## config.mk

```make
export PLATFORM = sky130hd
export DESIGN_NAME = ffsp_alu
export DESIGN_NICKNAME = d
export VERILOG_FILES = /design/src/rtl/ffsp_pkg.sv /design/src/rtl/ffsp_alu.sv
export SDC_FILE = /design/constraint.sdc
export NUM_CORES = 1
export LEC_CHECK = 0
export BUFFER_PORTS_ARGS = -buffer_cell sky130_fd_sc_hd__clkbuf_2
export CAP_MARGIN = 20
export CORE_ASPECT_RATIO = 1.2
export CORE_MARGIN = 1
export CORE_UTILIZATION = 30
export DETAILED_ROUTE_END_ITERATION = 10
export SLEW_MARGIN = 10
export SYNTH_ARGS = -nofsm -noshare
export SYNTH_HDL_FRONTEND = slang
export SYNTH_SLANG_ARGS = --single-unit
```

## constraint.sdc

```tcl
create_clock -name vclk -period 12.7
set_clock_uncertainty 0.15 [all_clocks]
set_input_delay 1.27 -clock vclk [all_inputs]
set_output_delay 1.27 -clock vclk [all_outputs]
set_load 0.03 [all_outputs]
```

## src/rtl/ffsp_pkg.sv

```systemverilog
// Package for the first-fit segment placer.
// Holds shared widths, status codes, operation codes of the shared unit and its result type.
// No dependencies.
`default_nettype none

package ffsp_pkg;

	localparam int MAX_SEGMENTS_DEF = 64;
	localparam int ADDR_W           = 32;
	localparam int FIELD_W          = 25;
	localparam int ORG_W            = 24;
	localparam int BANK_SHIFT       = 16;
	localparam logic [ADDR_W-1:0] MEMORY_TOP   = 32'h0100_0000;
	localparam logic [FIELD_W-1:0] LOWEST_RESET = 25'h002_0000;

	localparam logic [1:0] ST_OK      = 2'd0;
	localparam logic [1:0] ST_COLLIDE = 2'd1;
	localparam logic [1:0] ST_NOSPACE = 2'd2;
	localparam logic [1:0] ST_FULL    = 2'd3;

	localparam logic [2:0] OP_ROUND   = 3'd0;
	localparam logic [2:0] OP_BANKCHK = 3'd1;
	localparam logic [2:0] OP_FIT     = 3'd2;
	localparam logic [2:0] OP_ADD     = 3'd3;
	localparam logic [2:0] OP_HIT     = 3'd4;
	localparam logic [2:0] OP_GT      = 3'd5;

	typedef struct packed {
		logic [ADDR_W-1:0] y;
		logic              flag;
	} alu_res_t;

endpackage

`default_nettype wire

```

## src/rtl/ffsp_alu.sv

```systemverilog
// Shared 32-bit arithmetic and compare unit of the segment placer.
// Depends on ffsp_pkg for operation codes and the result type.
`default_nettype none

module ffsp_alu
	import ffsp_pkg::*;
(
	input  wire logic [2:0]        op,
	input  wire logic [ADDR_W-1:0] a,
	input  wire logic [ADDR_W-1:0] b,
	input  wire logic [ADDR_W-1:0] c,
	output alu_res_t               res
);

	logic [ADDR_W-1:0] mask;
	logic [ADDR_W-1:0] sum;

	assign mask = b - 32'd1;

	always_comb begin
		sum = '0;
		res = '0;
		case (op)
			OP_ROUND: begin
				sum      = a + b;
				res.y    = sum & ~mask;
				res.flag = (a & mask) != '0;
			end
			OP_BANKCHK: begin
				sum      = (a & mask) + c;
				res.y    = sum;
				res.flag = (sum & ~mask) != '0;
			end
			OP_FIT: begin
				sum      = b - a;
				res.y    = sum;
				res.flag = (a < b) && (sum >= c);
			end
			OP_ADD: begin
				sum   = a + c;
				res.y = sum;
			end
			OP_HIT: begin
				res.flag = (a < b) && (c > b);
			end
			OP_GT: begin
				res.flag = a > b;
			end
			default: begin
				res = '0;
			end
		endcase
	end

endmodule

`default_nettype wire

```

* Word-level counts from Yosys, hierarchy flattened
Index checks and enable logic that the tools add are counted.
** Word-level totals
- Flip-flop bits (word level) :: 0
- Bits of input ports :: 99
- Output and inout bits :: 33
- Word-level logic and storage cells :: 25
** Operators by class
- $add $sub $neg :: 5
- Order comparisons :: 4
- Equal/unequal tests :: 5
- Mux-type cells :: 2
- Bitwise logic cells :: 4
- Reductions and logical operators :: 5
** Operator list (count)
- case mux 32 bit (4 select lines) :: 1
- adder 32 bit :: 3
- bitwise AND 32 bit :: 3
- > comparator 32 bit :: 2
- nonzero test 32 bit :: 2
- greater-or-equal comparator 32 bit :: 1
- less-than comparator 32 bit :: 1
- NOT 32 bit :: 1
- subtractor 32 x 1 -> 32 bit (second input constant) :: 1
- subtractor 32 bit :: 1
- equality test 3 x 2 -> 1 bit (second input constant) :: 2
- equality test 3 bit (second input constant) :: 2
- case mux 1 bit (5 select lines) :: 1
- equality test 3 x 1 -> 1 bit (second input constant) :: 1
- zero test 3 bit :: 1
- logical AND 1 bit :: 2

* Logic depth before layout (Yosys ltp)
- Depth in word-level cells :: 6
- Mapped depth :: 25
- Depth with buffers taken out :: 25

* Worst setup path after synthesis
No wires, ideal clock.
- Path kind :: input to output
- Start :: in b[1]
- End :: out res[0] (netlist bit)
- Arrival time :: 5.301 ns
- Data required time :: 11.280 ns
- Path slack :: 5.979 ns
- Cell stages on the path :: 19
- Buffers on the path :: 1
- Path through :: inv_1 ha_1 or3b_4 nor3_4 and2_4 xnor2_1 and2_1 ha_1 clkbuf_1 a21o_1 a2111oi_0 o21ai_0 o21ai_0 a21boi_0 o41ai_1 xnor2_1 nor2_1 nor4_2 o211ai_1
** RTL lines
- from (decl) :: line ffsp_alu.sv:10 : input wire logic [ADDR_W-1:0] b,
- to (decl) :: line ffsp_alu.sv:12 : output alu_res_t res

==> tab_implementation.tex <==
\begin{tabular}{lr}
\hline
Metric & Value \\
\hline
\multicolumn{2}{l}{\textbf{Global routing}} \\
Vias in the first global route & 11.6k \\
Wire length of the first global-routing pass & 68.8 mm \\
Maximum number of pins on one net before global-route repair & 29 \\
Total congestion overflow & 0 \\
Number of antenna violations at the first check in global routing & 0 \\
Total global routing track utilization & 24.9\% \\
\multicolumn{2}{l}{\textbf{Setup path}} \\
CP endpoint kind & primary output \\
Most common cell type on the critical path & sky130\_fd\_sc\_hd\_\_a21o\_1 \\
Required time reported for the critical path endpoint & between 10 and 15 ns \\
Type of element launching the critical path & input pin \\
Highest net fanout along the worst path & 7 \\
CP Data Arrival Time & 6.50 ns \\
Max stage delay cell, worst path & sky130\_fd\_sc\_hd\_\_o21ai\_1 \\
Category of the most critical setup path & in -> out \\
Category of cells accounting for the largest share of critical-path delay & compound AO/OA/AOI/OAI gates \\
Stage delay of the slowest cell on the critical path & 0.55 ns \\
Buffers \& Inverters on Critical Path & 4 \\
\multicolumn{2}{l}{\textbf{STA}} \\
Tcrit/Tclk final & a little over 60\% \\
Time the final worst path needs with I/O delays and setup & 7.92 ns \\
Total negative slack for setup checks & 0 ns \\
Fmax achieved & 126 MHz \\
Hold Vio Cnt, Final & 0 \\
RSZ-0062 raised after global routing & no \\
Relative max-transition margin & 29.0\% \\
Final setup vio count & 0 \\
Tightest Pin Transition & around 1.1 ns \\
Max Slew Vio Count & 0 \\
\multicolumn{2}{l}{\textbf{Die}} \\
Die span in x & 173 um \\
Initial Util & 30.7\% \\
Total die area & 35700 sq um \\
Standard cell core area & between 30000 and 40000 sq um \\
IO Count & 132 \\
Die extent in y & 207 um \\
Number of placement rows & 74 \\
\multicolumn{2}{l}{\textbf{Yosys}} \\
Netlist area before placement & 10500 sq um \\
Compound-Gate Fraction of Synth Area & 32.3\% \\
Number of distinct standard cells referenced by the synthesized netlist & 100 \\
Adder-Cell Fraction of Synth Area & 23.6\% \\
Syn avg cell area & 6.89 sq um \\
Area share of the leading cell type in the synthesized netlist & around 23\% \\
Area contributors post-synth & sky130\_fd\_sc\_hd\_\_ha\_1 (23\%), sky130\_fd\_sc\_hd\_\_xnor2\_1 (8.1\%), sky130\_fd\_sc\_hd\_\_a21oi\_1 (6.3\%) \\
Most repeated cell in the gate-level netlist after synthesis & sky130\_fd\_sc\_hd\_\_ha\_1 \\
Post-synth top area cell & sky130\_fd\_sc\_hd\_\_ha\_1 \\
Proportion of synthesized area in mux cells & 1.00\% \\
Synthesized-area fraction occupied by and/or/nand/nor cells & 24.5\% \\
Net count after synthesis & $\sim$1.8k \\
Mapped Cells & 1519 \\
XOR/XNOR share of the synthesized area & between 10\% and 20\% \\
Yosys warning total & 0 \\
Sequential element share of the synthesized area & 0\% \\
Largest family of logic cells by synthesized area & compound AO/OA/AOI/OAI gates \\
Commonest cells in the netlist & sky130\_fd\_sc\_hd\_\_ha\_1 (191), sky130\_fd\_sc\_hd\_\_nor2\_1 (137), sky130\_fd\_sc\_hd\_\_inv\_1 (135), sky130\_fd\_sc\_hd\_\_a21oi\_1 (131), sky130\_fd\_sc\_hd\_\_nand2\_1 (98) \\
\multicolumn{2}{l}{\textbf{Clocking}} \\
Hold bufs inserted after CTS & 0 \\
Count of cells resized by post-cts repair & 0 \\
Post-CTS Setup Bufs & 0 \\
\multicolumn{2}{l}{\textbf{Placement}} \\
Number of buffers added on ports & 132 \\
Cell count after placement & 2053 \\
Detailed-placement wirelength estimate & 38.7 mm \\
Routability cong. & 0.966 \\
\multicolumn{2}{l}{\textbf{Routing}} \\
Detailed-route DRC error count & 0 \\
Violation count after the first detailed-route iteration & roughly 1.1k \\
Sum of routed wire length over all layers & 46.3 mm \\
Drt first pass iters & 6 \\
Number of antenna-violating nets in the routed design & 0 \\
DR WL/cell & approximately 23 um \\
DR vias/cell & 5.88 \\
Via count & 12.1k \\
\multicolumn{2}{l}{\textbf{Layout}} \\
Fraction of final layout cells sized beyond drive strength 1 & 12.4\% \\
Multi-input gate area in the final layout & 9720 sq um \\
Register area & 0 sq um \\
Post-synthesis to final-layout area growth & 9.95\% \\
Final-layout clock buffer total & 0 \\
Number of antenna diodes & 0 \\
Share of the core filled with cells & 33.7\% \\
Number of fill cells in the layout & 3766 \\
Total number of nets in the final design & 1893 \\
Sequential cell count & 0 \\
Cell Count, Final, Fillers Out & 2053 \\
\multicolumn{2}{l}{\textbf{Job}} \\
MaxCap Viol Count & 0 \\
\multicolumn{2}{l}{\textbf{Pwr}} \\
Reported leakage power & about 5.4 nW \\
Worst-case vdd ir drop & 0.0260 mV \\
Pwr dens & 55.3 nW/um\^{}2 \\
\multicolumn{2}{l}{\textbf{Hold path}} \\
HP Class & in -> out \\
\multicolumn{2}{l}{\textbf{Outcome}} \\
Run status & finished, final reports clean \\
\hline
\end{tabular}
==> final cells by class <==
cell class                      count  area share, %
Multi-Input combinational cell   1322           84.5
Inverter                          137           4.47
Tap cell                          456           4.95
Timing Repair Buffer              138           6.13
==> through the flow <==
stage / power [mW] / setup slack (ns) / instance area, sq um / hold WS (ns)
finish: 0.637 / 4.78 / 11500 / 3.07
global route: 0.691 / 4.37 / 11500 / 3.10
CTS: 0.628 / 4.87 / 11500 / 3.07
detailed placement: 0.624 / 4.90 / 11500 / 3.07
global placement: 0.622 / 5.00 / 11500 / 3.07
floorplan: 0.434 / 5.98 / 10500 / 2.79
==> logic make-up after synthesis <==
kind of cell	Yosys count
multiplexers	10
XOR/XNOR	130
buffers and inverters	197
adder cells (fa/ha/maj)	195
AO/OA/AOI/OAI	497
AND/OR/NAND/NOR	490
==> cells in the final DEF, fill, tap and decap left out, types with 20 or more instances in the layout <==
| master | netlist | final |
|---|---|---|
| sky130_fd_sc_hd__nor2_1 | 137 | 135 |
| sky130_fd_sc_hd__a21o_1 | 65 | 65 |
| sky130_fd_sc_hd__o21bai_1 | 20 | 20 |
| sky130_fd_sc_hd__nand2_1 | 98 | 98 |
| sky130_fd_sc_hd__nand4_1 | 36 | 36 |
| sky130_fd_sc_hd__inv_1 | 135 | 135 |
| sky130_fd_sc_hd__xor2_1 | 29 | 29 |
| sky130_fd_sc_hd__xnor2_1 | 97 | 97 |
| sky130_fd_sc_hd__a21oi_1 | 131 | 131 |
| sky130_fd_sc_hd__o211ai_1 | 22 | 22 |
| sky130_fd_sc_hd__clkbuf_2 | 1 | 132 |
| sky130_fd_sc_hd__nand3_1 | 42 | 42 |
| sky130_fd_sc_hd__a31oi_1 | 29 | 29 |
| sky130_fd_sc_hd__o21ai_0 | 71 | 71 |
| sky130_fd_sc_hd__ha_1 | 191 | 191 |
| sky130_fd_sc_hd__nand2b_1 | 29 | 29 |
| sky130_fd_sc_hd__nor3_1 | 31 | 30 |
==> worst min-delay path, stage by stage <==
cell and delay, ns:
sky130_fd_sc_hd__clkbuf_2 0.12, sky130_fd_sc_hd__inv_1 0.07, sky130_fd_sc_hd__ha_1 0.14, sky130_fd_sc_hd__a221o_1 0.15, sky130_fd_sc_hd__clkbuf_2 0.20
==> per-layer routing <==
metal | wire, um | GRT usage, % | part of all wire (%)
met1 | 19000 | 29.6 | 41
met2 | 22800 | 45.9 | 49
met3 | 2290 | 1.70 | 4.9
met4 | 2270 | 11.0 | 4.9
met5 | 0 | 0 | 0
==> worst paths after layout <==
kind | depth (start not counted) | startpoint | to
setup / recovery | 27 | b[0] | res[0]
hold / removal | 5 | a[0] | res[1]
==> report_power, final <==
part / internal, mW / switching, mW / total, mW
Sequential: 0 / 0 / 0
Clock: 0 / 0 / 0
Combinational: 0.233 / 0.404 / 0.637
Total: 0.233 / 0.404 / 0.637
Power figures use the tool's default switching activity.
